===== config.mk =====
export PLATFORM = sky130hd
export DESIGN_NAME = zhb_weight
export DESIGN_NICKNAME = d
export VERILOG_FILES = /design/src/zhb_pkg.sv /design/src/zhb_weight.sv
export SDC_FILE = /design/constraint.sdc
export NUM_CORES = 2
export LEC_CHECK = 0
export ABC_AREA = 1
export BUFFER_PORTS_ARGS = -buffer_cell sky130_fd_sc_hd__clkbuf_2
export CAP_MARGIN = 20
export CORE_AREA = 2 2 394 396
export DETAILED_ROUTE_END_ITERATION = 10
export DIE_AREA = 0 0 396 398
export PLACE_DENSITY = 0.66
export SLEW_MARGIN = 20
export SYNTH_ARGS = -nofsm -noshare
export SYNTH_HDL_FRONTEND = slang
export SYNTH_SLANG_ARGS = --single-unit

===== constraint.sdc =====
create_clock -name clk_i -period 34.8 [get_ports clk_i]
set_input_delay 6.96 -clock clk_i [delete_from_list [all_inputs] [get_ports clk_i]]
set_output_delay 6.96 -clock clk_i [all_outputs]
set_load 0.01 [all_outputs]

===== src/zhb_pkg.sv =====
// ----------------------------------------------------------------------------
// zhb_pkg
// Shared types, constants and arithmetic helpers for the D2Q9 Zou-He
// boundary pipeline.
// ----------------------------------------------------------------------------
`default_nettype none

package zhb_pkg;

  localparam int unsigned QW    = 32;
  localparam int unsigned NPOP  = 9;
  localparam int unsigned QFRAC = 24;
  localparam int unsigned NNB   = 4;

  typedef logic signed [QW-1:0] q_t;
  typedef logic [NPOP-1:0][QW-1:0] pop_vec_t;

  // Configuration register indexes
  typedef logic [1:0] cfg_idx_t;
  localparam cfg_idx_t CFG_MODE     = 2'd0;
  localparam cfg_idx_t CFG_PRESSURE = 2'd1;
  localparam cfg_idx_t CFG_GAIN     = 2'd2;

  typedef enum logic {
    MODE_VELOCITY = 1'b0,
    MODE_PRESSURE = 1'b1
  } bmode_e;

  // Open side codes, in match priority order
  typedef logic [1:0] side_t;
  localparam side_t SIDE_5 = 2'd0;
  localparam side_t SIDE_1 = 2'd1;
  localparam side_t SIDE_7 = 2'd2;
  localparam side_t SIDE_3 = 2'd3;

  // Reciprocal of 3 for 20-bit operands: floor(n/3) = (n*M) >> 21
  localparam int unsigned  DIV3_W     = 20;
  localparam int unsigned  DIV3_SHIFT = DIV3_W + 1;
  localparam logic [DIV3_W-1:0] DIV3_M = 20'hAAAAB;

  // High/low split of the offset dividend
  localparam int unsigned YW  = 35;
  localparam int unsigned YLO = 18;
  localparam int unsigned YHI = YW - YLO;
  // Offset that makes the signed dividend nonnegative (3 * 2^32)
  localparam logic signed [YW:0] Y_OFS = 36'sh3_0000_0000;
  localparam logic signed [YW:0] Q_OFS = 36'sh1_0000_0000;

  localparam logic signed [39:0] SAT_MAX = 40'sh00_7FFF_FFFF;
  localparam logic signed [39:0] SAT_MIN = -40'sh00_8000_0000;

  typedef struct packed {
    pop_vec_t pops;
    side_t    side;
    logic     nos;
  } hdr_t;

  // Operands that ride along to the final update
  typedef struct packed {
    q_t                 a3;
    q_t                 a6;
    q_t                 a7;
    logic signed [32:0] h;
  } fix_t;

  typedef struct packed {
    hdr_t               hdr;
    logic signed [33:0] sa;
    logic signed [33:0] sb;
    logic signed [33:0] dh;
    q_t                 a3;
    q_t                 a6;
    q_t                 a7;
  } s1_t;

  typedef struct packed {
    hdr_t hdr;
    q_t   s;
    fix_t fx;
  } s2_t;

  typedef struct packed {
    hdr_t               hdr;
    q_t                 s;
    logic signed [63:0] prod;
    fix_t               fx;
  } s3_t;

  typedef struct packed {
    hdr_t          hdr;
    logic [YW-1:0] y1;
    logic [YW-1:0] y2;
    fix_t          fx;
  } s4_t;

  typedef struct packed {
    hdr_t              hdr;
    logic [YHI-1:0]    qh1;
    logic [YHI-1:0]    qh2;
    logic [DIV3_W-1:0] n1;
    logic [DIV3_W-1:0] n2;
    fix_t              fx;
  } s5_t;

  typedef struct packed {
    hdr_t hdr;
    q_t   t23;
    q_t   w6;
    fix_t fx;
  } s6_t;

  // Index map i1..i8 of one side, one nibble per position
  function automatic logic [31:0] map_row(input side_t side);
    logic [31:0] row;
    unique case (side)
      SIDE_5:  row = 32'h8642_7531;
      SIDE_1:  row = 32'h6824_7135;
      SIDE_7:  row = 32'h2864_1753;
      SIDE_3:  row = 32'h6428_5317;
      default: row = 32'h8642_7531;
    endcase
    return row;
  endfunction

  function automatic logic [3:0] map_idx(input side_t side, input logic [2:0] pos);
    logic [31:0] row;
    row = map_row(side);
    return row[{pos, 2'b00} +: 4];
  endfunction

  function automatic q_t sat40(input logic signed [39:0] v);
    q_t r;
    if (v > SAT_MAX) begin
      r = q_t'(SAT_MAX[31:0]);
    end else if (v < SAT_MIN) begin
      r = q_t'(SAT_MIN[31:0]);
    end else begin
      r = q_t'(v[31:0]);
    end
    return r;
  endfunction

  // floor(n/3) for n < 2^20
  function automatic logic [DIV3_W-1:0] div3(input logic [DIV3_W-1:0] n);
    logic [2*DIV3_W-1:0] p;
    p = (2*DIV3_W)'(n) * (2*DIV3_W)'(DIV3_M);
    return DIV3_W'(p[2*DIV3_W-1:DIV3_SHIFT]);
  endfunction

endpackage

`default_nettype wire


===== src/zhb_weight.sv =====
// ----------------------------------------------------------------------------
// zhb_weight
// Stages 3-4: boundary weight w from the density sum (pressure or velocity
// mode), then offset dividends for the divide-by-three unit.
// ----------------------------------------------------------------------------
`default_nettype none

module zhb_weight (
  input  logic              clk_i,
  input  logic              rst_ni,
  input  logic              in_valid_i,
  output logic              in_ready_o,
  input  zhb_pkg::s2_t      in_data_i,
  input  zhb_pkg::bmode_e   mode_i,
  input  zhb_pkg::q_t       pressure_i,
  input  zhb_pkg::q_t       gain_i,
  output logic              out_valid_o,
  input  logic              out_ready_i,
  output zhb_pkg::s4_t      out_data_o
);
  import zhb_pkg::*;

  localparam logic signed [63:0] RND = 64'sd1 <<< (QFRAC - 1);

  logic               v3_q, v4_q;
  logic               rdy3, rdy4;
  s3_t                d3_d, d3_q;
  s4_t                d4_d, d4_q;
  logic signed [63:0] rsum;
  q_t                 w;
  logic signed [32:0] x1;
  logic signed [32:0] w3;
  logic signed [YW:0] y1_full, y2_full;

  // Stage 3: product s*G
  always_comb begin
    d3_d.hdr  = in_data_i.hdr;
    d3_d.s    = in_data_i.s;
    d3_d.fx   = in_data_i.fx;
    d3_d.prod = 64'($signed(in_data_i.s)) * 64'($signed(gain_i));
  end

  // Stage 4: select w, form 2w+1 and floor((w+3)/2), shift to nonnegative
  always_comb begin
    rsum = d3_q.prod + RND;
    unique case (mode_i)
      MODE_PRESSURE: w = sat40(40'($signed(pressure_i)) - 40'($signed(d3_q.s)));
      MODE_VELOCITY: w = sat40($signed(rsum[63:QFRAC]));
      default:       w = sat40($signed(rsum[63:QFRAC]));
    endcase
    x1      = $signed({w, 1'b1});
    w3      = 33'(w) + 33'sd3;
    y1_full = (YW+1)'(x1) + Y_OFS;
    y2_full = (YW+1)'($signed(w3[32:1])) + Y_OFS;

    d4_d.hdr = d3_q.hdr;
    d4_d.fx  = d3_q.fx;
    d4_d.y1  = y1_full[YW-1:0];
    d4_d.y2  = y2_full[YW-1:0];
  end

  assign rdy4       = ~v4_q | out_ready_i;
  assign rdy3       = ~v3_q | rdy4;
  assign in_ready_o = rdy3;

  always_ff @(posedge clk_i or negedge rst_ni) begin
    if (!rst_ni) begin
      v3_q <= 1'b0;
      v4_q <= 1'b0;
    end else begin
      if (rdy3) v3_q <= in_valid_i;
      if (rdy4) v4_q <= v3_q;
    end
  end

  always_ff @(posedge clk_i) begin
    if (in_valid_i && rdy3) d3_q <= d3_d;
    if (v3_q && rdy4)       d4_q <= d4_d;
  end

  assign out_valid_o = v4_q;
  assign out_data_o  = d4_q;

endmodule

`default_nettype wire


==> impl_metrics.json <==
{
  "yosysUniqueCellTypes": 48,
  "worstPathArrival_ns": 8.05,
  "postCtsSetupRepairBufs": 0,
  "synth_area_um2": 71800,
  "grt_setup_unrepaired": "no",
  "detail-route-antenna-nets": 0,
  "grt_max_degree": 169,
  "crit_fanout": 3,
  "ys_warn_count": 0,
  "worstSkewPairLatency_ns": 0.73,
  "via_count": 52200,
  "dieArea_um2": 158000,
  "layout_min_cycle_time_ns": 15.01,
  "reg2reg_from": "out_valid_o",
  "grt_pass1_vias": 51800,
  "clock-root-buffer": "clkbuf_16",
  "core_um2": 153000,
  "cp-startpoint": "out_ready_i",
  "slew_headroom": 0.219,
  "vias_per_cell": 5.36,
  "row_count": 144,
  "setup_viol": 0,
  "cts_made_buffers": 99,
  "max_freq_mhz": 66.6,
  "multiInputGateArea_um2": 35000,
  "io_pins": 1013,
  "synth.top_cell.area_share": 0.409,
  "dp_hpwl_um": 225000,
  "final_common_cell": "inv_1",
  "slew_violations": 0,
  "cts_tree": "yes",
  "maxCapViolCount": 0,
  "required_ns": 27.84,
  "die_w_um": 396,
  "area_growth_pct": 14.9,
  "cts_resized": 0,
  "status": "finished clean",
  "place_congestion": 1.04,
  "track_usage": 0.353,
  "cts.htree.levels": 3,
  "utilization": 0.538,
  "fillerInstances": 13500,
  "reg2reg_slack_ns": 29.11,
  "end_kind": "primary output",
  "firstDrtPassIters": 8,
  "antenna_found_initial": 61,
  "synth_area_leader_cell": "edfxtp_1",
  "post-route-period-util": 0.431,
  "drt-wirelength-per-cell_um": 28.7,
  "finalClockSkew_ns": 0.0610,
  "route.detailed.drc": 0,
  "synth_edf_count": 978,
  "cp-start-kind": "input port",
  "netlist_instances": 6626,
  "hold_violations": 0,
  "synth-seq-cells": 980,
  "async_reset_ff_frac": 0.00204,
  "ys_seq_area_frac": 0.410,
  "layout_common_cells": "inv_1 (1734), nand2_1 (1495), fa_1 (1082)",
  "tightest_slew_ns": 1.17,
  "clkSinkCount": 980,
  "io_buffers": 1007,
  "syn_area_per_cell_um2": 10.8,
  "synthFlopType": "edfxtp_1",
  "grt_pass1_wl_um": 388000,
  "tns_ns": 0,
  "drt-initial-drc-count": 6181,
  "timing_worst_setup_path_type": "in2out",
  "die_y_um": 398,
  "start_util": 0.468,
  "final_nets": 9398,
  "min_from": "d3_q[479]",
  "sequential_cell_area_um2": 29400,
  "cts.path.max_buffers": 3,
  "drt_wl_total_um": 279000,
  "synth_area_leaders": "edfxtp_1 (41%), fa_1 (30%), inv_1 (9.1%), nand2_1 (7.8%), ha_1 (3.7%)",
  "layout-drive-gt1-share": 0.168,
  "cts.reportedPaths.clkPinSlew_ns": 0.06,
  "cts.hold.buffers_added": 0,
  "grt_overflow": 0,
  "min-delay-path-class": "reg2reg"
}
[synth_stat cells (all sizes together), types with 8 or more instances]
cell,n
clkbuf,194
buf,16
o21ai,78
nand3,71
nand4,24
o21a,10
edfxtp,978
xnor2,37
nor3,13
or2,8
nor4,9
a21oi,146
ha,214
xor2,92
nor2,320
o21bai,10
a31oi,20
nand2,1516
nand3b,9
inv,1745
fa,1082
[worst paths after layout]
path                                         to  depth (start not counted)
worst max-delay path                 in_ready_o                          4
worst min-delay path            out_data_o[453]                          0
worst max register to register         d3_q[95]                          6
worst min register to register  out_data_o[453]                          0
max in group asynchronous                  v3_q                          1
min in group asynchronous           out_valid_o                          1
[logic make-up after synthesis]
| logic type | Yosys count | synth area share |
|---|---|---|
| AOI/OAI and AO/OA | 290 | 0.0233 |
| other | 2 | 0.000105 |
| adders and majority gates | 1296 | 0.339 |
| and+or+nand+nor | 1974 | 0.109 |
| xor gates and xnor gates | 129 | 0.0157 |
| buffers and inverters | 1955 | 0.103 |
| DFF | 980 | 0.410 |
[registers in the layout, summed over array words and instances, names as in the netlist]
name / flops
out_data_o: 485
v3_q: 1
out_valid_o: 1
d3_q: 493
[critical path: stages]
cell	delay (ns)
clkbuf_2	0.08
inv_1	0.11
nand3_1	0.55
clkbuf_2	0.32
[through the flow]
step           std cells  hold WS [ns]  worst slack (ns)  instance area (µm²)
2_1_floorplan       6629         0.400              3.15                71800
3_3_place_gp        9524         0.400             19.63                79000
3_5_place_dp        9524         0.405             19.52                79000
4_1_cts             9707         0.391             19.80                82500
5_1_grt             9711         0.400             19.76                82500
6_report            9729         0.379             19.79                82500
[routing by layer]
metal | GRT usage | wire length, µm | part of all wire
met1 | 0.487 | 111000 | 0.40
met2 | 0.508 | 118000 | 0.42
met3 | 0.151 | 40100 | 0.14
met4 | 0.103 | 9370 | 0.034
met5 | 0.0103 | 433 | 0.0016
[layout make-up]
class                      count  share of cell area
antenna                       22            0.000667
clock buffer                 117              0.0311
clock inverter                66              0.0109
inverter                    1745              0.0795
multi-input combinational   3694               0.424
sequential                   980               0.356
tap                         2044              0.0310
timing repair buffer        1061              0.0661
Power is left out: the tool's default activity adds up to more than one toggle a clock period on the data nets, which glitch-free logic cannot reach.
