File: src/zhb_pkg.sv
// ----------------------------------------------------------------------------
// zhb_pkg
// Shared types, constants and arithmetic helpers for the D2Q9 Zou-He
// boundary pipeline.
// ----------------------------------------------------------------------------
`default_nettype none

package zhb_pkg;

  localparam int unsigned QW    = 32;
  localparam int unsigned NPOP  = 9;
  localparam int unsigned QFRAC = 24;
  localparam int unsigned NNB   = 4;

  typedef logic signed [QW-1:0] q_t;
  typedef logic [NPOP-1:0][QW-1:0] pop_vec_t;

  // Configuration register indexes
  typedef logic [1:0] cfg_idx_t;
  localparam cfg_idx_t CFG_MODE     = 2'd0;
  localparam cfg_idx_t CFG_PRESSURE = 2'd1;
  localparam cfg_idx_t CFG_GAIN     = 2'd2;

  typedef enum logic {
    MODE_VELOCITY = 1'b0,
    MODE_PRESSURE = 1'b1
  } bmode_e;

  // Open side codes, in match priority order
  typedef logic [1:0] side_t;
  localparam side_t SIDE_5 = 2'd0;
  localparam side_t SIDE_1 = 2'd1;
  localparam side_t SIDE_7 = 2'd2;
  localparam side_t SIDE_3 = 2'd3;

  // Reciprocal of 3 for 20-bit operands: floor(n/3) = (n*M) >> 21
  localparam int unsigned  DIV3_W     = 20;
  localparam int unsigned  DIV3_SHIFT = DIV3_W + 1;
  localparam logic [DIV3_W-1:0] DIV3_M = 20'hAAAAB;

  // High/low split of the offset dividend
  localparam int unsigned YW  = 35;
  localparam int unsigned YLO = 18;
  localparam int unsigned YHI = YW - YLO;
  // Offset that makes the signed dividend nonnegative (3 * 2^32)
  localparam logic signed [YW:0] Y_OFS = 36'sh3_0000_0000;
  localparam logic signed [YW:0] Q_OFS = 36'sh1_0000_0000;

  localparam logic signed [39:0] SAT_MAX = 40'sh00_7FFF_FFFF;
  localparam logic signed [39:0] SAT_MIN = -40'sh00_8000_0000;

  typedef struct packed {
    pop_vec_t pops;
    side_t    side;
    logic     nos;
  } hdr_t;

  // Operands that ride along to the final update
  typedef struct packed {
    q_t                 a3;
    q_t                 a6;
    q_t                 a7;
    logic signed [32:0] h;
  } fix_t;

  typedef struct packed {
    hdr_t               hdr;
    logic signed [33:0] sa;
    logic signed [33:0] sb;
    logic signed [33:0] dh;
    q_t                 a3;
    q_t                 a6;
    q_t                 a7;
  } s1_t;

  typedef struct packed {
    hdr_t hdr;
    q_t   s;
    fix_t fx;
  } s2_t;

  typedef struct packed {
    hdr_t               hdr;
    q_t                 s;
    logic signed [63:0] prod;
    fix_t               fx;
  } s3_t;

  typedef struct packed {
    hdr_t          hdr;
    logic [YW-1:0] y1;
    logic [YW-1:0] y2;
    fix_t          fx;
  } s4_t;

  typedef struct packed {
    hdr_t              hdr;
    logic [YHI-1:0]    qh1;
    logic [YHI-1:0]    qh2;
    logic [DIV3_W-1:0] n1;
    logic [DIV3_W-1:0] n2;
    fix_t              fx;
  } s5_t;

  typedef struct packed {
    hdr_t hdr;
    q_t   t23;
    q_t   w6;
    fix_t fx;
  } s6_t;

  // Index map i1..i8 of one side, one nibble per position
  function automatic logic [31:0] map_row(input side_t side);
    logic [31:0] row;
    unique case (side)
      SIDE_5:  row = 32'h8642_7531;
      SIDE_1:  row = 32'h6824_7135;
      SIDE_7:  row = 32'h2864_1753;
      SIDE_3:  row = 32'h6428_5317;
      default: row = 32'h8642_7531;
    endcase
    return row;
  endfunction

  function automatic logic [3:0] map_idx(input side_t side, input logic [2:0] pos);
    logic [31:0] row;
    row = map_row(side);
    return row[{pos, 2'b00} +: 4];
  endfunction

  function automatic q_t sat40(input logic signed [39:0] v);
    q_t r;
    if (v > SAT_MAX) begin
      r = q_t'(SAT_MAX[31:0]);
    end else if (v < SAT_MIN) begin
      r = q_t'(SAT_MIN[31:0]);
    end else begin
      r = q_t'(v[31:0]);
    end
    return r;
  endfunction

  // floor(n/3) for n < 2^20
  function automatic logic [DIV3_W-1:0] div3(input logic [DIV3_W-1:0] n);
    logic [2*DIV3_W-1:0] p;
    p = (2*DIV3_W)'(n) * (2*DIV3_W)'(DIV3_M);
    return DIV3_W'(p[2*DIV3_W-1:DIV3_SHIFT]);
  endfunction

endpackage

`default_nettype wire

File: src/zhb_div3.sv
// ----------------------------------------------------------------------------
// zhb_div3
// Stages 5-6: two floor divisions by three on 35-bit offset dividends,
// split into a high and a low chunk, giving round(2w/3) and round(w/6).
// ----------------------------------------------------------------------------
`default_nettype none

module zhb_div3 (
  input  logic          clk_i,
  input  logic          rst_ni,
  input  logic          in_valid_i,
  output logic          in_ready_o,
  input  zhb_pkg::s4_t  in_data_i,
  output logic          out_valid_o,
  input  logic          out_ready_i,
  output zhb_pkg::s6_t  out_data_o
);
  import zhb_pkg::*;

  logic              v5_q, v6_q;
  logic              rdy5, rdy6;
  s5_t               d5_d, d5_q;
  s6_t               d6_d, d6_q;
  logic [DIV3_W-1:0] qh1, qh2, ql1, ql2;
  logic [YHI-1:0]    rh1, rh2;
  logic [YW-1:0]     q1, q2;
  logic signed [YW:0] t1, t2;

  // Stage 5: high chunk quotient and remainder
  always_comb begin
    qh1 = div3(DIV3_W'(in_data_i.y1[YW-1:YLO]));
    qh2 = div3(DIV3_W'(in_data_i.y2[YW-1:YLO]));
    rh1 = in_data_i.y1[YW-1:YLO] - YHI'(qh1 * 3);
    rh2 = in_data_i.y2[YW-1:YLO] - YHI'(qh2 * 3);

    d5_d.hdr = in_data_i.hdr;
    d5_d.fx  = in_data_i.fx;
    d5_d.qh1 = qh1[YHI-1:0];
    d5_d.qh2 = qh2[YHI-1:0];
    d5_d.n1  = {rh1[1:0], in_data_i.y1[YLO-1:0]};
    d5_d.n2  = {rh2[1:0], in_data_i.y2[YLO-1:0]};
  end

  // Stage 6: low chunk quotient, join, remove the offset
  always_comb begin
    ql1 = div3(d5_q.n1);
    ql2 = div3(d5_q.n2);
    q1  = {d5_q.qh1, {YLO{1'b0}}} + YW'(ql1[YLO-1:0]);
    q2  = {d5_q.qh2, {YLO{1'b0}}} + YW'(ql2[YLO-1:0]);
    t1  = $signed({1'b0, q1}) - Q_OFS;
    t2  = $signed({1'b0, q2}) - Q_OFS;

    d6_d.hdr = d5_q.hdr;
    d6_d.fx  = d5_q.fx;
    d6_d.t23 = $signed(t1[QW-1:0]);
    d6_d.w6  = $signed(t2[QW-1:0]);
  end

  assign rdy6       = ~v6_q | out_ready_i;
  assign rdy5       = ~v5_q | rdy6;
  assign in_ready_o = rdy5;

  always_ff @(posedge clk_i or negedge rst_ni) begin
    if (!rst_ni) begin
      v5_q <= 1'b0;
      v6_q <= 1'b0;
    end else begin
      if (rdy5) v5_q <= in_valid_i;
      if (rdy6) v6_q <= v5_q;
    end
  end

  always_ff @(posedge clk_i) begin
    if (in_valid_i && rdy5) d5_q <= d5_d;
    if (v5_q && rdy6)       d6_q <= d6_d;
  end

  assign out_valid_o = v6_q;
  assign out_data_o  = d6_q;

endmodule

`default_nettype wire

File: config.mk
export PLATFORM = sky130hd
export DESIGN_NAME = zhb_div3
export DESIGN_NICKNAME = d
export VERILOG_FILES = /design/src/zhb_pkg.sv /design/src/zhb_div3.sv
export SDC_FILE = /design/constraint.sdc
export NUM_CORES = 2
export LEC_CHECK = 0
export ABC_AREA = 1
export BUFFER_PORTS_ARGS = -buffer_cell sky130_fd_sc_hd__buf_4
export CAP_MARGIN = 20
export CORE_AREA = 2 2 376 378
export CTS_CLUSTER_DIAMETER = 60
export DETAILED_ROUTE_END_ITERATION = 7
export DIE_AREA = 0 0 378 380
export PLACE_DENSITY = 0.58
export SKIP_CTS_REPAIR_TIMING = 1
export SLEW_MARGIN = 20
export SYNTH_ARGS = -nofsm -noshare
export SYNTH_HDL_FRONTEND = slang
export SYNTH_SLANG_ARGS = --single-unit
File: constraint.sdc
create_clock -name clk_i -period 46.3 [get_ports clk_i]
set_input_delay 6.945 -clock clk_i [delete_from_list [all_inputs] [get_ports clk_i]]
set_output_delay 6.945 -clock clk_i [all_outputs]
set_load 0.03 [all_outputs]
==> metrics.txt <==
max incr delay on CP 0.20 ns; Slowest cell on crit path sky130_fd_sc_hd__buf_4; Synth warnings 0; GR Overflow Total 0; Die X-Extent 378 um; met2 GRT Util 41.7%; worst rel slew slack 23.4%; # rows 137; final core utilization 49.2%; clock tree buffer depth 3; placeable core area 139000 um2; global-route wire length before repair 256000 um; later-pin clock latency in the skew report 0.78 ns; hold violation count in the final report 0; unrepaired setup endpoints after global routing false; met3 Usage GRT 6.49%; quantity of I/O buffers inserted on ports 979; Fin Clk Skew 0.0732 ns; largest area contributor in the netlist sky130_fd_sc_hd__edfxtp_1; top cell types by occurrence after synthesis 972 x sky130_fd_sc_hd__edfxtp_1, 945 x sky130_fd_sc_hd__inv_1, 598 x sky130_fd_sc_hd__ha_1; number of slew-limit violations in the final report 0; summed instance area of the synthesized netlist 55100 um2; total negative slack 0 ns; overall routed net length 182000 um; drc violations 0; cell with the most instances after synthesis sky130_fd_sc_hd__edfxtp_1; combined area of the multi-input logic cells 22300 um2; maximum operating frequency 69.2 MHz; cell mode on critical path sky130_fd_sc_hd__buf_4; fill cell instance count of the final layout 12500; share of post-route cells with drive strength above 1 21.7%; count of max-cap constraint violations 0; number of buffers added by the clock tree synthesis step 107; GR Layer Usage met1 31.5%; number of global-route vias before repair 36100; die boundary height 380 um; clk sink count 974; number of design-rule violations left by the first detailed-router iteration 2294; cell-by-cell trace of the critical path buf_4 > inv_1 > nand3_1 > buf_4; HPWL after detailed placement 152000 um; routability-driven placement congestion ratio 0.968; minimum clock period after layout 14.44 ns; largest fanout on the critical path 3; ratio of routed vias to standard cells 4.77; layout-stage area growth over the synthesis result 24.4%; post-synthesis cell count 4232; min-delay worst type register to register; Async SR Flop Fraction 0.205%; Top Ports 980; net count of the mapped netlist 5766; CTS tree done; element type at the critical path end output port; number of antenna-violating nets in the routed design 0; GRT Max-Usage Layer met2; EDFF count, synth 972; Finish-stage setup viols 0; GRT Resource Usage Total 25.2%; number of antenna violations at the first check in global routing 50; starting utilization of the core area 39.6%; main flop type after synthesis sky130_fd_sc_hd__edfxtp_1; mean routed wirelength per cell 24.9 um; required time at the worst-slack endpoint 39.35 ns; Final period util 31.2%; H-tree levels 3; sequential-to-total area share from yosys stat 53.1%; syn avg cell area 13.0 um2; result of the run complete, no violations; pin count of the biggest net entering global routing 151; # nets final 6865; Crit path max-delay family buffers and inverters; Critical path buffers and inverters 3; synth top area cells sky130_fd_sc_hd__edfxtp_1 53%, sky130_fd_sc_hd__fa_1 16%, sky130_fd_sc_hd__ha_1 14%, sky130_fd_sc_hd__inv_1 6.4%, sky130_fd_sc_hd__nand2_1 3.6%; startpoint type of the worst setup path input port; clock transition at the registers of the reported paths 0.06 ns; arrival time at the worst endpoint 7.50 ns; routed vias 34900; slew of the pin with the lowest slew margin 1.15 ns; detailed-routing iteration count for the pre-antenna-repair pass 6; critical path class input port to output port; portion of synthesized cell area occupied by the leading cell type 53.0%; post-synth cell types 39; Yosys reg bits 974; clock root buffer sky130_fd_sc_hd__clkbuf_16; FF/Latch Area 29200 um2; die area 144000 um2
logic make-up (layout without fill, tap and decap cells):
group                      after synthesis  after routing  synth area share, %
other                                    0             10                    0
DFF                                    974            974                 53.1
and+or+nand+nor                        907            907                 6.81
xor gates and xnor gates                57             57                0.906
buffers and inverters                  947           2137                 6.45
AOI/OAI and AO/OA                      307            307                 3.13
adders and majority gates             1040           1040                 29.6
path summary, 6_finish.rpt:
path	start	to	slack (ns)	cells past startpoint
worst max-delay path	out_ready_i	in_ready_o	31.86	4
worst min-delay path	d5_q[417]$_DFFE_PP_	out_data_o[407]$_DFFE_PP_	0.35	0
worst max register to register	d5_q[130]$_DFFE_PP_	out_data_o[146]$_DFFE_PP_	40.26	19
worst min register to register	d5_q[417]$_DFFE_PP_	out_data_o[407]$_DFFE_PP_	0.35	0
max in group asynchronous	rst_ni	out_valid_o$_DFFE_PN0P_	40.24	1
min in group asynchronous	rst_ni	v5_q$_DFFE_PN0N_	5.97	1
layer usage:
layer,share of wire (%),routed length (um)
met2,48,86700
met5,0.13,230
met4,4.4,7980
met1,40,73500
met3,7.5,13600
cell type report:
cell class | count | area share [%]
repair buffers | 990 | 10.9
well taps | 1876 | 3.43
flip-flops and latches | 974 | 42.7
multi-input cells | 2311 | 32.6
clock buffers | 129 | 4.03
diodes | 10 | 0.0365
clock inverters | 71 | 1.18
inverters | 947 | 5.20
sequential cells by signal (all words and copies together) (netlist names):
name and count:
out_valid_o 1, out_data_o 484, v5_q 1, d5_q 488
stage by stage:
step / instance area, um2 / worst slack [ns] / hold slack (ns) / cells
after floorplan: 55100 / 14.71 / 0.400 / 4232
after global placement: 64900 / 31.86 / 0.400 / 7098
after detailed placement: 64900 / 31.86 / 0.405 / 7098
after CTS: 68500 / 31.86 / 0.351 / 7298
after global routing: 68500 / 31.82 / 0.371 / 7301
final: 68500 / 31.86 / 0.348 / 7308
cells in the final DEF (no fill, tap or decap), types with 5 or more instances in the layout:
master,synthesis,final
sky130_fd_sc_hd__and2_1,6,6
sky130_fd_sc_hd__nand2_1,524,524
sky130_fd_sc_hd__bufinv_16,0,9
sky130_fd_sc_hd__o211ai_1,5,5
sky130_fd_sc_hd__nand2_2,7,7
sky130_fd_sc_hd__nand3b_1,5,5
sky130_fd_sc_hd__nand4_1,26,26
sky130_fd_sc_hd__inv_1,945,944
sky130_fd_sc_hd__fa_1,442,442
sky130_fd_sc_hd__clkinv_16,0,6
sky130_fd_sc_hd__edfxtp_1,972,972
sky130_fd_sc_hd__a21oi_1,154,153
sky130_fd_sc_hd__a31oi_1,9,9
sky130_fd_sc_hd__ha_1,598,598
sky130_fd_sc_hd__clkbuf_1,0,22
sky130_fd_sc_hd__diode_2,0,10
sky130_fd_sc_hd__nor2_1,194,194
sky130_fd_sc_hd__nor3_1,30,30
sky130_fd_sc_hd__o21bai_1,30,30
sky130_fd_sc_hd__buf_4,0,987
sky130_fd_sc_hd__a21boi_0,5,5
sky130_fd_sc_hd__a21o_1,12,12
sky130_fd_sc_hd__o21a_1,5,5
sky130_fd_sc_hd__inv_6,0,6
sky130_fd_sc_hd__inv_8,0,6
sky130_fd_sc_hd__xnor2_1,22,22
sky130_fd_sc_hd__clkinv_2,0,14
sky130_fd_sc_hd__clkinv_1,0,21
sky130_fd_sc_hd__clkbuf_16,0,107
sky130_fd_sc_hd__o21ai_0,72,72
sky130_fd_sc_hd__xor2_1,35,35
sky130_fd_sc_hd__clkinvlp_4,0,7
sky130_fd_sc_hd__nor2_2,8,8
sky130_fd_sc_hd__nor4_1,8,8
sky130_fd_sc_hd__nand3_1,87,87
Power is left out: the tool's default activity adds up to more than one toggle a clock period on the data nets, which glitch-free logic cannot reach.
