==> config.mk <==
export PLATFORM = sky130hd
export DESIGN_NAME = zhb_front
export DESIGN_NICKNAME = d
export VERILOG_FILES = /design/src/zhb_pkg.sv /design/src/zhb_front.sv
export SDC_FILE = /design/constraint.sdc
export NUM_CORES = 1
export LEC_CHECK = 0
export BUFFER_PORTS_ARGS = -buffer_cell sky130_fd_sc_hd__buf_2
export CAP_MARGIN = 20
export CELL_PAD_IN_SITES_DETAIL_PLACEMENT = 0
export CELL_PAD_IN_SITES_GLOBAL_PLACEMENT = 2
export CORE_ASPECT_RATIO = 1.5
export CORE_MARGIN = 8
export CORE_UTILIZATION = 40
export CTS_BUF_LIST = sky130_fd_sc_hd__clkbuf_4 sky130_fd_sc_hd__clkbuf_8 sky130_fd_sc_hd__clkbuf_16
export CTS_CLUSTER_SIZE = 12
export DETAILED_ROUTE_END_ITERATION = 10
export GPL_TIMING_DRIVEN = 0
export MAX_ROUTING_LAYER = met4
export PLACE_DENSITY = 0.89
export SLEW_MARGIN = 15
export SYNTH_ARGS = -nofsm -noshare
export SYNTH_HDL_FRONTEND = slang
export SYNTH_SLANG_ARGS = --single-unit
export TNS_END_PERCENT = 30
==> constraint.sdc <==
create_clock -name clk_i -period 16.9 [get_ports clk_i]
set_input_delay 1.69 -clock clk_i [delete_from_list [all_inputs] [get_ports clk_i]]
set_output_delay 1.69 -clock clk_i [all_outputs]
set_load 0.05 [all_outputs]
==> src/zhb_pkg.sv <==
// ----------------------------------------------------------------------------
// zhb_pkg
// Shared types, constants and arithmetic helpers for the D2Q9 Zou-He
// boundary pipeline.
// ----------------------------------------------------------------------------
`default_nettype none

package zhb_pkg;

  localparam int unsigned QW    = 32;
  localparam int unsigned NPOP  = 9;
  localparam int unsigned QFRAC = 24;
  localparam int unsigned NNB   = 4;

  typedef logic signed [QW-1:0] q_t;
  typedef logic [NPOP-1:0][QW-1:0] pop_vec_t;

  // Configuration register indexes
  typedef logic [1:0] cfg_idx_t;
  localparam cfg_idx_t CFG_MODE     = 2'd0;
  localparam cfg_idx_t CFG_PRESSURE = 2'd1;
  localparam cfg_idx_t CFG_GAIN     = 2'd2;

  typedef enum logic {
    MODE_VELOCITY = 1'b0,
    MODE_PRESSURE = 1'b1
  } bmode_e;

  // Open side codes, in match priority order
  typedef logic [1:0] side_t;
  localparam side_t SIDE_5 = 2'd0;
  localparam side_t SIDE_1 = 2'd1;
  localparam side_t SIDE_7 = 2'd2;
  localparam side_t SIDE_3 = 2'd3;

  // Reciprocal of 3 for 20-bit operands: floor(n/3) = (n*M) >> 21
  localparam int unsigned  DIV3_W     = 20;
  localparam int unsigned  DIV3_SHIFT = DIV3_W + 1;
  localparam logic [DIV3_W-1:0] DIV3_M = 20'hAAAAB;

  // High/low split of the offset dividend
  localparam int unsigned YW  = 35;
  localparam int unsigned YLO = 18;
  localparam int unsigned YHI = YW - YLO;
  // Offset that makes the signed dividend nonnegative (3 * 2^32)
  localparam logic signed [YW:0] Y_OFS = 36'sh3_0000_0000;
  localparam logic signed [YW:0] Q_OFS = 36'sh1_0000_0000;

  localparam logic signed [39:0] SAT_MAX = 40'sh00_7FFF_FFFF;
  localparam logic signed [39:0] SAT_MIN = -40'sh00_8000_0000;

  typedef struct packed {
    pop_vec_t pops;
    side_t    side;
    logic     nos;
  } hdr_t;

  // Operands that ride along to the final update
  typedef struct packed {
    q_t                 a3;
    q_t                 a6;
    q_t                 a7;
    logic signed [32:0] h;
  } fix_t;

  typedef struct packed {
    hdr_t               hdr;
    logic signed [33:0] sa;
    logic signed [33:0] sb;
    logic signed [33:0] dh;
    q_t                 a3;
    q_t                 a6;
    q_t                 a7;
  } s1_t;

  typedef struct packed {
    hdr_t hdr;
    q_t   s;
    fix_t fx;
  } s2_t;

  typedef struct packed {
    hdr_t               hdr;
    q_t                 s;
    logic signed [63:0] prod;
    fix_t               fx;
  } s3_t;

  typedef struct packed {
    hdr_t          hdr;
    logic [YW-1:0] y1;
    logic [YW-1:0] y2;
    fix_t          fx;
  } s4_t;

  typedef struct packed {
    hdr_t              hdr;
    logic [YHI-1:0]    qh1;
    logic [YHI-1:0]    qh2;
    logic [DIV3_W-1:0] n1;
    logic [DIV3_W-1:0] n2;
    fix_t              fx;
  } s5_t;

  typedef struct packed {
    hdr_t hdr;
    q_t   t23;
    q_t   w6;
    fix_t fx;
  } s6_t;

  // Index map i1..i8 of one side, one nibble per position
  function automatic logic [31:0] map_row(input side_t side);
    logic [31:0] row;
    unique case (side)
      SIDE_5:  row = 32'h8642_7531;
      SIDE_1:  row = 32'h6824_7135;
      SIDE_7:  row = 32'h2864_1753;
      SIDE_3:  row = 32'h6428_5317;
      default: row = 32'h8642_7531;
    endcase
    return row;
  endfunction

  function automatic logic [3:0] map_idx(input side_t side, input logic [2:0] pos);
    logic [31:0] row;
    row = map_row(side);
    return row[{pos, 2'b00} +: 4];
  endfunction

  function automatic q_t sat40(input logic signed [39:0] v);
    q_t r;
    if (v > SAT_MAX) begin
      r = q_t'(SAT_MAX[31:0]);
    end else if (v < SAT_MIN) begin
      r = q_t'(SAT_MIN[31:0]);
    end else begin
      r = q_t'(v[31:0]);
    end
    return r;
  endfunction

  // floor(n/3) for n < 2^20
  function automatic logic [DIV3_W-1:0] div3(input logic [DIV3_W-1:0] n);
    logic [2*DIV3_W-1:0] p;
    p = (2*DIV3_W)'(n) * (2*DIV3_W)'(DIV3_M);
    return DIV3_W'(p[2*DIV3_W-1:DIV3_SHIFT]);
  endfunction

endpackage

`default_nettype wire

==> src/zhb_front.sv <==
// ----------------------------------------------------------------------------
// zhb_front
// Stages 1-2: open side decode, operand gather, density sum and half
// difference.
// ----------------------------------------------------------------------------
`default_nettype none

module zhb_front (
  input  logic               clk_i,
  input  logic               rst_ni,
  input  logic               in_valid_i,
  output logic               in_ready_o,
  input  zhb_pkg::pop_vec_t  pops_i,
  input  logic [3:0]         present_i,
  input  logic [3:0]         fluid_i,
  output logic               out_valid_o,
  input  logic               out_ready_i,
  output zhb_pkg::s2_t       out_data_o
);
  import zhb_pkg::*;

  // Neighbour flag bit positions
  localparam int unsigned NB_1 = 0;
  localparam int unsigned NB_3 = 1;
  localparam int unsigned NB_5 = 2;
  localparam int unsigned NB_7 = 3;

  logic       v1_q, v2_q;
  logic       rdy1, rdy2;
  s1_t        d1_d, d1_q;
  s2_t        d2_d, d2_q;
  logic [3:0] fl;
  logic [3:0] match;
  q_t         f0, a2, a3, a4, a6, a7;

  // Stage 1: pick the side, gather operands
  always_comb begin
    fl = fluid_i & present_i;
    match[SIDE_5] = ~present_i[NB_5] | (~fl[NB_5] & fl[NB_1]);
    match[SIDE_1] = ~present_i[NB_1] | (~fl[NB_1] & fl[NB_5]);
    match[SIDE_7] = ~present_i[NB_7] | (~fl[NB_7] & fl[NB_3]);
    match[SIDE_3] = ~present_i[NB_3] | (~fl[NB_3] & fl[NB_7]);

    d1_d.hdr.pops = pops_i;
    d1_d.hdr.nos  = 1'b0;
    priority if (match[SIDE_5]) begin
      d1_d.hdr.side = SIDE_5;
    end else if (match[SIDE_1]) begin
      d1_d.hdr.side = SIDE_1;
    end else if (match[SIDE_7]) begin
      d1_d.hdr.side = SIDE_7;
    end else if (match[SIDE_3]) begin
      d1_d.hdr.side = SIDE_3;
    end else begin
      d1_d.hdr.side = SIDE_5;
      d1_d.hdr.nos  = 1'b1;
    end

    f0 = $signed(pops_i[0]);
    a2 = $signed(pops_i[map_idx(d1_d.hdr.side, 3'd1)]);
    a3 = $signed(pops_i[map_idx(d1_d.hdr.side, 3'd2)]);
    a4 = $signed(pops_i[map_idx(d1_d.hdr.side, 3'd3)]);
    a6 = $signed(pops_i[map_idx(d1_d.hdr.side, 3'd5)]);
    a7 = $signed(pops_i[map_idx(d1_d.hdr.side, 3'd6)]);

    d1_d.sa = 34'(f0) + 34'(a2) + 34'(a4);
    d1_d.sb = 34'(a3) + 34'(a6) + 34'(a7);
    d1_d.dh = 34'(a2) - 34'(a4) + 34'sd1;
    d1_d.a3 = a3;
    d1_d.a6 = a6;
    d1_d.a7 = a7;
  end

  // Stage 2: saturated density sum, rounded half difference
  always_comb begin
    d2_d.hdr   = d1_q.hdr;
    d2_d.s     = sat40(40'($signed(d1_q.sa)) + (40'($signed(d1_q.sb)) <<< 1));
    d2_d.fx.a3 = d1_q.a3;
    d2_d.fx.a6 = d1_q.a6;
    d2_d.fx.a7 = d1_q.a7;
    d2_d.fx.h  = $signed(d1_q.dh[33:1]);
  end

  assign rdy2       = ~v2_q | out_ready_i;
  assign rdy1       = ~v1_q | rdy2;
  assign in_ready_o = rdy1;

  always_ff @(posedge clk_i or negedge rst_ni) begin
    if (!rst_ni) begin
      v1_q <= 1'b0;
      v2_q <= 1'b0;
    end else begin
      if (rdy1) v1_q <= in_valid_i;
      if (rdy2) v2_q <= v1_q;
    end
  end

  always_ff @(posedge clk_i) begin
    if (in_valid_i && rdy1) d1_q <= d1_d;
    if (v1_q && rdy2)       d2_q <= d2_d;
  end

  assign out_valid_o = v2_q;
  assign out_data_o  = d2_q;

endmodule

`default_nettype wire

==> impl.org, run 1 <==
** Setup path
- STA puts the critical path data required time at roughly 17000 ps.
- CP Data Arrival Time :: 12450 ps
- In this run the worst path has a maximum fanout of 12.
- Length in cells of the worst reg-to-reg path :: 14
- The slowest stage of the critical path is the sky130_fd_sc_hd__clkbuf_1 cell.
- In this design, the stage delay of the slowest critical-path cell is between 800 and 900 ps.
- Worst reg2reg startpoint :: d1_q[130]
- The worst setup path is of the in2reg kind.
- Critical Path Source Type :: input port
- Most Frequent Cell on Critical Path :: sky130_fd_sc_hd__o21ai_0
- The worst setup path is captured at a register.
- The worst register-to-register path ends at out_data_o[159].
- Setup slack on the worst reg-to-reg path comes out at 12520 ps.

** Logic synthesis
- Summing every instance area after synthesis gives between 0.04 and 0.05 mm2.
- A synthesized cell averages 15.7 um2.
- Yosys mapped a number of flops with a built-in enable equal to 940.
- After synthesis, flip-flops and latches occupy 68.4% of the total area.
- Synthesized netlist cell count :: 2628
- Async S/R FF share, synth :: less than 1%
- Yosys printed 0 warnings.
- Synthesis produced a netlist with a net count of 3162.
- #FFs+latches synth :: 942
- The netlist uses 74 different library cells.
- For this run, the leading register cell type out of synthesis is sky130_fd_sc_hd__edfxtp_1.

** Die
- The initial utilization of the core area, before any placement, comes to 40.3%.
- Die Wd :: 278 um
- During I/O placement, the number of pins put on the boundary was 754.
- Die Y :: between 400 and 500 um
- The floorplan has 144 rows.
- Placeable core region :: ~0.10 mm2
- The floorplan step defined a die boundary enclosing between 0.1 and 0.15 mm2.

** Power and ir drop
- The share of total power dissipated in the clock network is roughly 25%.
- Net load switching power :: between 2 and 3 mW
- The design draws 7.95 mW.
- Share of total power consumed by net switching :: 36.2%
- Leak :: 20.8 nW
- Combinational cells account for 35.8% of the total power.
- Across the VDD grid, the largest voltage drop is 0.123 mV.
- PwrDens :: 158 mW/mm2
- Share of total power in sequential cells :: 39.1%
- Int Power :: approximately 5.1 mW

** Layout
- Leaving out fill and tap cells, the most frequent cells in the layout are 940 x sky130_fd_sc_hd__edfxtp_1, 763 x sky130_fd_sc_hd__buf_2, 296 x sky130_fd_sc_hd__inv_1.
- The post-route netlist has 29.6% of its cells at a drive strength greater than 1.
- In the final design database the tool counted 4041 nets.
- Compared with the post-synthesis result, the final layout area differs by 21.8%.
- The library cell used most frequently in the layout, excluding fill and tap cells, is sky130_fd_sc_hd__edfxtp_1.
- Leaving out filler cells and counting taps, the final layout contains about 4900.
- The filler cells instantiated in the layout total between 8000 and 9000.

** STA
- At the pin with the least slew margin, the transition time is ~1100 ps.
- Setup violations remaining at the end of the flow were counted as 0.
- Subtracting the final worst setup slack from the clock period gives ~12000 ps.
- Final Slew Violations :: 0
- The worst path meets setup with between 4000 and 5000 ps of slack.
- On the final layout, the worst clock skew is ~26 ps.
- Slew HR :: 23.8%
- The number of failing hold endpoints at the final stage was 0.
- Derived from the worst setup path, the maximum achievable clock frequency is 0.0833 GHz.
- Setup repair after global routing left no endpoint under its margin.
- Share of the clock period used by the worst path after layout :: 71.1%

** Placement
- IO Port Bufs :: 753
- Summed over all nets, the half-perimeter wirelength after detailed placement is 101000 um.
- Inst Count DP :: 4723
- At the end of routability-driven placement, the weighted congestion stood at between 0.8 and 0.9.
- Pre-CTS setup slack :: 4070 ps

** CTS
- Clock latency at the later pin of the worst-skew pair :: 710 ps
- Max H-tree Level :: 3
- Number of clock sinks :: ~940
- For this design, the CTS-stage hold fixing added 0 buffers.
- Clock-pin slew was measured on the worst setup and hold paths at 60 ps.
- The cell sitting at the root of the clock tree is a sky130_fd_sc_hd__clkbuf_16.
- In this run, CTS created clock tree buffers numbering 95.
- Post-cts gate resize count :: 0
- Max clock buf depth :: 3
- The number of setup buffers added after CTS is 0.
- TritonCTS built the clock tree.

** Status
- Run status :: complete, no violations

** Drt
- Post-route DRC violation count :: 0
- The final layout contains routed wiring with a total length of 128000 um.
- The detail route stage leaves a number of antenna-violating nets equal to 0.
- Count of vias placed by the detailed router :: about 25000
- Number of search-and-repair iterations in the first detailed-routing pass :: 5
- After detailed routing, the number of vias per cell comes to 5.13.
- In this run, the number of DRC markers left after iteration 0 of detailed routing was roughly 1800.
- Routed wire length per instance :: 26.3 um

** Hold path
- The worst hold path terminates at out_data_o[92].
- Hold depth :: 0
- The min-delay analysis places its worst path in the category reg2reg.
- Worst Hold Launch :: d1_q[59]

** GRT
- Largest net degree at the start of global routing :: 64
- The via count of the first global-routing pass was 25700.
- Global-route usage over all layers :: 22.4%
- The number of antenna violations at the first check in global routing came to 26.
- The first global-routing pass estimated 178000 um of wire.
- For this run the aggregate overflow at the end of global routing stands at 0.

** Run
- Max-cap check violation count :: 0
[worst max-delay path: cells and delay by family]
kind | cells | cell delay [ps]
and+or+nand+nor | 6 | 720
buffers and inverters | 10 | 4910
adders and majority gates | 3 | 1280
AOI/OAI and AO/OA | 10 | 3670
xor gates and xnor gates | 1 | 110
[layout make-up]
cell class                 instances  area, um2  area share (%)
inverter                         297       1110            2.21
clock inverter                    30        352           0.698
timing repair buffer             782       4410            8.76
clock buffer                     115       2530            5.02
buffer                            63        265           0.527
multi-input combinational       1326      11700            23.3
sequential                       942      28300            56.2
tap                             1314       1640            3.27
antenna                           15       37.5          0.0746
[cell usage after synthesis (21+ instances only)]
cell type	count	area, um2
sky130_fd_sc_hd__mux2_2	54	608
sky130_fd_sc_hd__a21o_1	65	488
sky130_fd_sc_hd__mux4_2	32	721
sky130_fd_sc_hd__ha_1	166	2080
sky130_fd_sc_hd__o21ai_0	72	360
sky130_fd_sc_hd__xnor2_1	82	718
sky130_fd_sc_hd__nand2b_1	21	131
sky130_fd_sc_hd__a21oi_1	134	671
sky130_fd_sc_hd__fa_1	68	1360
sky130_fd_sc_hd__nor2_1	79	297
sky130_fd_sc_hd__inv_1	296	1110
sky130_fd_sc_hd__edfxtp_1	940	28200
sky130_fd_sc_hd__nand3_1	24	120
sky130_fd_sc_hd__o21bai_1	23	173
sky130_fd_sc_hd__clkbuf_1	45	169
sky130_fd_sc_hd__nand2_1	84	315
sky130_fd_sc_hd__xor2_1	32	280
sky130_fd_sc_hd__mux2i_1	182	1820
[worst max path at each step]
stage | startpoint | to | slack, ps | cells past startpoint
after floorplan | out_ready_i | d1_q[0] | 2790 | 2
after global placement | out_ready_i | d1_q[281] | -2610 | 3
after detailed placement | fluid_i[3] | d1_q[160] | 4070 | 30
after CTS | fluid_i[3] | d1_q[160] | 4810 | 30
after global routing | fluid_i[3] | d1_q[160] | 4260 | 30
final | fluid_i[3] | d1_q[160] | 4890 | 30
[metal layers]
| metal | track usage (%) | routed length (um) |
|---|---|---|
| met1 | 24.5 | 47200 |
| met2 | 38.9 | 66300 |
| met3 | 6.13 | 10400 |
| met4 | 8.31 | 4470 |
| met5 | - | 0 |
[sequential cells by signal, summed over array words and instances (netlist names)]
signal / count
d1_q: 488
out_data_o: 452
out_valid_o: 1
v1_q: 1
[metrics by stage]
step	area (um2)	hold slack (ps)	util [%]	TNS, ps
after floorplan	41300	400	-	0
after global placement	46800	400	45.5	-1633830
after detailed placement	47400	405	46.2	0
after CTS	50300	395	49.0	0
after global routing	50300	401	49.0	0
final	50300	401	49.0	0
[logic make-up (layout without fill, tap and decap cells)]
group | Yosys count | after routing | share of synthesized area, %
DFF | 942 | 942 | 68.4
AOI/OAI and AO/OA | 417 | 417 | 6.60
buffers and inverters | 360 | 1287 | 3.29
and+or+nand+nor | 292 | 292 | 3.32
muxes | 268 | 268 | 7.62
adders and majority gates | 234 | 234 | 8.32
xor gates and xnor gates | 115 | 115 | 2.45
other | 0 | 15 | 0
[power by group through the flow]
stage	clock network, mW	logic, mW	registers [mW]
2_1_floorplan	0	1.55	3.66
3_3_place_gp	0	2.82	3.27
3_5_place_dp	0	2.85	3.16
4_1_cts	2.04	2.87	3.11
5_1_grt	2.12	3.10	3.13
6_report	1.99	2.85	3.11
(Power assumes the default switching activity.)
==> run 2, diff against run 1 <==
--- a/config.mk
+++ b/config.mk
@@ -5,19 +5,20 @@
 export SDC_FILE = /design/constraint.sdc
 export NUM_CORES = 1
 export LEC_CHECK = 0
+export ABC_AREA = 1
 export BUFFER_PORTS_ARGS = -buffer_cell sky130_fd_sc_hd__buf_2
 export CAP_MARGIN = 20
 export CELL_PAD_IN_SITES_DETAIL_PLACEMENT = 0
 export CELL_PAD_IN_SITES_GLOBAL_PLACEMENT = 2
 export CORE_ASPECT_RATIO = 1.5
 export CORE_MARGIN = 8
-export CORE_UTILIZATION = 40
+export CORE_UTILIZATION = 37
 export CTS_BUF_LIST = sky130_fd_sc_hd__clkbuf_4 sky130_fd_sc_hd__clkbuf_8 sky130_fd_sc_hd__clkbuf_16
 export CTS_CLUSTER_SIZE = 12
 export DETAILED_ROUTE_END_ITERATION = 10
 export GPL_TIMING_DRIVEN = 0
 export MAX_ROUTING_LAYER = met4
-export PLACE_DENSITY = 0.89
+export PLACE_DENSITY = 0.87
 export SLEW_MARGIN = 15
 export SYNTH_ARGS = -nofsm -noshare
 export SYNTH_HDL_FRONTEND = slang
==> constraint.sdc (replaced) <==
create_clock -name clk_i -period 11.5 [get_ports clk_i]
set_input_delay 1.15 -clock clk_i [delete_from_list [all_inputs] [get_ports clk_i]]
set_output_delay 1.15 -clock clk_i [all_outputs]
set_load 0.05 [all_outputs]
==> impl.org, run 2 <==
** Placement
- The total of buffers placed on input and output ports came to 753 (unchanged).
- Final GP Congestion :: 0.927 (was 0.870)
- The HPWL reported at the end of detailed placement is 139000 um (was 101000 um).
- Pre-CTS setup slack :: 2800 ps (was 4070 ps)
- The post-detailed-placement cell area came to 0.0494 mm2 (was 0.0474 mm2).
- The cell total after placement came to 5919 (was 4723).

** CTS
- Post-CTS setup buffer count :: 0 (unchanged)
- The number of H-tree levels came to 3 (unchanged).
- The clock slew at the register clock pins of the worst setup and hold paths was 60 ps (about the same).
- The count of cells resized by post-cts repair is 0 (unchanged).
- The CTS root buffer is sky130_fd_sc_hd__clkbuf_16 (unchanged).
- Clock latency at the later pin of the worst-skew pair :: 730 ps (was 710 ps)
- TritonCTS clock tree :: built (unchanged)
- Hold buffer count at cts :: 0 (unchanged)
- The number of buffers created by CTS is 94 (was 95).
- The number of buffers on the longest clock path is 3 (unchanged).
- Number of clock sinks :: 942 (unchanged)

** Hold path
- Path class of the lowest-slack min-delay path :: in2async (was reg2reg)

** Layout
- Total number of nets in the final design :: 5000 (was 4041)
- The final standard cell utilization of the core is 45.4% (was 49.0%).
- The most common library cell in the layout ignoring fill and taps is sky130_fd_sc_hd__edfxtp_1 (unchanged).
- The register with the most flip-flops is d1_q (unchanged).
- The final design area excluding fillers was 0.0525 mm2 (was 0.0503 mm2).
- Share of cells above drive strength 1 :: 22.3% (was 29.6%)
- The flip-flop count of the largest register after layout came to 488 (unchanged).
- Most frequent cells in the layout :: 940 x sky130_fd_sc_hd__edfxtp_1, 765 x sky130_fd_sc_hd__buf_2, 674 x sky130_fd_sc_hd__nand2_1 (was 940 x sky130_fd_sc_hd__edfxtp_1, 763 x sky130_fd_sc_hd__buf_2, 296 x sky130_fd_sc_hd__inv_1)
- The area taken by flip-flops and latches was 0.0283 mm2 (unchanged).
- The count of placed standard cells in the final layout, fillers left out came to 6079 (was 4884).
- Total of fill cells in the finished design :: 10800 (was 8874)
- Area added between synthesis and finish :: 22.2% (was 21.8%)
- Total area of multi-input combinational cells :: 0.0122 mm2 (was 0.0117 mm2)

** Setup path
- The most prevalent standard cell on the critical path is sky130_fd_sc_hd__clkbuf_1 (was sky130_fd_sc_hd__o21ai_0).
- The slowest library cell on the worst path is sky130_fd_sc_hd__buf_1 (was sky130_fd_sc_hd__clkbuf_1).
- Worst reg2reg startpoint :: d1_q[197] (was d1_q[130])
- Data required time of the worst path :: 11960 ps (was 17340 ps)
- Endpoint type of the worst setup path :: register (unchanged)
- Largest stage delay, worst path :: 790 ps (was 870 ps)
- The largest fanout on the critical path came to 10 (was 12).
- The startpoint type of the worst setup path is an input port (unchanged).
- Start point of the critical path :: present_i[2] (was fluid_i[3])
- The classification of the worst setup path is in2reg (unchanged).
- The endpoint arrival time on the critical path came to 8480 ps (was 12450 ps).

** STA
- RSZ-0062 raised after global routing :: false (unchanged)
- The final setup slack of the worst path came to 3490 ps (was 4890 ps).
- The setup total negative slack is 0 ps (unchanged).
- The worst hold slack across all endpoints was 195 ps (was 401 ps).
- Clk_skew :: 61.8 ps (was 25.6 ps)
- The worst slew margin relative to its limit is 24.4% (was 23.8%).
- Final Slew Violations :: 0 (unchanged)
- Final setup violation count :: 0 (unchanged)
- The slew at the pin with the worst max-slew slack came to 1130 ps (was 1140 ps).
- The number of failing hold endpoints at the final stage is 0 (unchanged).
- Maximum frequency from static timing analysis :: about 0.12 GHz
- Min Tclk post-route :: 8010 ps
- Share of the clock period used by the worst path after layout :: 69.7%

** Status
- Run status :: complete, no violations (unchanged)

** Logic synthesis
- Syn_nets :: 4115 (was 3162)
- The mean instance size in the synthesized netlist is 12.0 um2 (was 15.7 um2).
- Number of synthesized flops with an enable pin :: 940 (unchanged)
- Number of distinct library cell variants in the gate-level netlist after synthesis :: 46 (was 74)
- Top cells by instance count after synthesis: 940 x sky130_fd_sc_hd__edfxtp_1, 674 x sky130_fd_sc_hd__nand2_1, 539 x sky130_fd_sc_hd__inv_1, 286 x sky130_fd_sc_hd__o21ai_0, 185 x sky130_fd_sc_hd__a21oi_1 (was 940 x sky130_fd_sc_hd__edfxtp_1, 296 x sky130_fd_sc_hd__inv_1, 182 x sky130_fd_sc_hd__mux2i_1, 166 x sky130_fd_sc_hd__ha_1, 134 x sky130_fd_sc_hd__a21oi_1).
- Async S/R FF share, synth :: 0.212% (unchanged)
- #FFs+latches synth :: 942 (unchanged)
- The number of synthesis warnings is 0 (unchanged).
- Main area contributors after synthesis :: sky130_fd_sc_hd__edfxtp_1 66%, sky130_fd_sc_hd__nand2_1 5.9%, sky130_fd_sc_hd__ha_1 4.8% (was sky130_fd_sc_hd__edfxtp_1 68%, sky130_fd_sc_hd__ha_1 5.0%, sky130_fd_sc_hd__mux2i_1 4.4%)
- Portion of the post-synthesis area used by sequential elements :: 65.9% (was 68.4%)
- The cell count after synthesis is 3581 (was 2628).
- Netlist area before placement :: 0.0429 mm2 (was 0.0413 mm2)
- The cell type with the largest total area after synthesis is sky130_fd_sc_hd__edfxtp_1 (unchanged).
- The cell with the most instances after synthesis is sky130_fd_sc_hd__edfxtp_1 (unchanged).
- The proportion of netlist area held by the largest area contributor came to 65.8% (was 68.3%).
- Main flop type after synthesis :: sky130_fd_sc_hd__edfxtp_1 (unchanged)

** Run
- Max-cap check violation count :: 0 (unchanged)

** Drt
- Total length of routed wires :: 166000 um (was 128000 um)
- Number of design-rule violations left by the first detailed-router iteration :: 2099 (was 1803)
- Antenna violation net count after detailed routing :: 0 (unchanged)
- Count of vias placed by the detailed router :: 30400 (was 25100)
- Routed via count divided by cell count :: 5.00 (was 5.13)
- The per-cell routed wire length came to 27.3 um (was 26.3 um).
- Number of search-and-repair iterations in the first detailed-routing pass :: 6 (was 5)
- Post-route DRC violation count :: 0 (unchanged)

** GRT
- The largest net degree at the start of global routing was 111 (was 64).
- The total overflow reported by the global router came to 0 (unchanged).
- Wire length of the first global-routing pass :: 228000 um (was 178000 um)
- Global-route usage over all layers :: 26.2% (was 22.4%)
- The number of antenna violations at the first check in global routing was 28 (was 26).
- The via count of the first global-routing pass was 31400 (was 25700).

** Power and ir drop
- Total power :: 13.4 mW (was 7.95 mW)
- Leak :: 22.4 nW (was 20.8 nW)
- The power per unit of standard cell area was 256 mW/mm2 (was 158 mW/mm2).
- Worst-case vdd ir drop :: 0.150 mV (was 0.123 mV)

** Die
- The chip height is 433 um (was 410 um).
- Placeable core region :: 0.115 mm2 (was 0.103 mm2)
- Die Footprint :: 0.127 mm2 (was 0.114 mm2)
- Initial cell density of the core :: 37.2% (was 40.3%)
- Number of core rows :: 153 (was 144)
- The top-level port count came to 754 (unchanged).
- Die Wd :: 294 um (was 278 um)
[run 2: kinds of logic after synthesis]
logic type	after synthesis	share of synthesized area, %
AO/OA/AOI/OAI	635	8.42
AND/OR/NAND/NOR	1027	9.73
buffers and inverters	631	5.66
flip-flops	942	65.9
XOR/XNOR	110	2.24
adder cells (fa/ha/maj)	234	8.01
multiplexers	2	0.0496
[run 2: cell type report]
class	instances	area share, %
Tap cell	1550	3.70
Sequential cell	942	53.9
Buffer	89	0.751
Clock buffer	120	4.89
Timing Repair Buffer	789	8.70
Clock inverter	20	0.770
Multi-Input combinational cell	2008	23.3
Inverter	542	3.89
Antenna cell	19	0.0906
[run 2: critical path: cells and delay by family]
kind	cells	cell delay, ps
adder cells (fa/ha/maj)	3	1420
buffers and inverters	9	2990
AO/OA/AOI/OAI	6	1640
AND/OR/NAND/NOR	7	1230
[run 2: report_power, final]
group	switching [mW]	internal, mW
logic	4.01	1.60
clock network	1.30	1.71
registers	0.186	4.61
[run 2: final timing paths]
kind / to / slack, ps / depth (start not counted)
max reg2reg: out_data_o[137] / 8140 / 13
min: v1_q / 190 / 1
max: d1_q[162] / 3490 / 25
max in group asynchronous: out_valid_o / 11210 / 1
min reg2reg: out_data_o[247] / 390 / 0
min in group clk_i: out_data_o[247] / 390 / 0
[run 2: metal layers]
layer / part of all wire (%) / wire (um) / track usage, %
met1: 36 / 59500 / 27.7
met2: 53 / 88100 / 47.7
met3: 7.2 / 12000 / 5.93
met4: 3.9 / 6460 / 9.24
met5: 0 / 0 / -
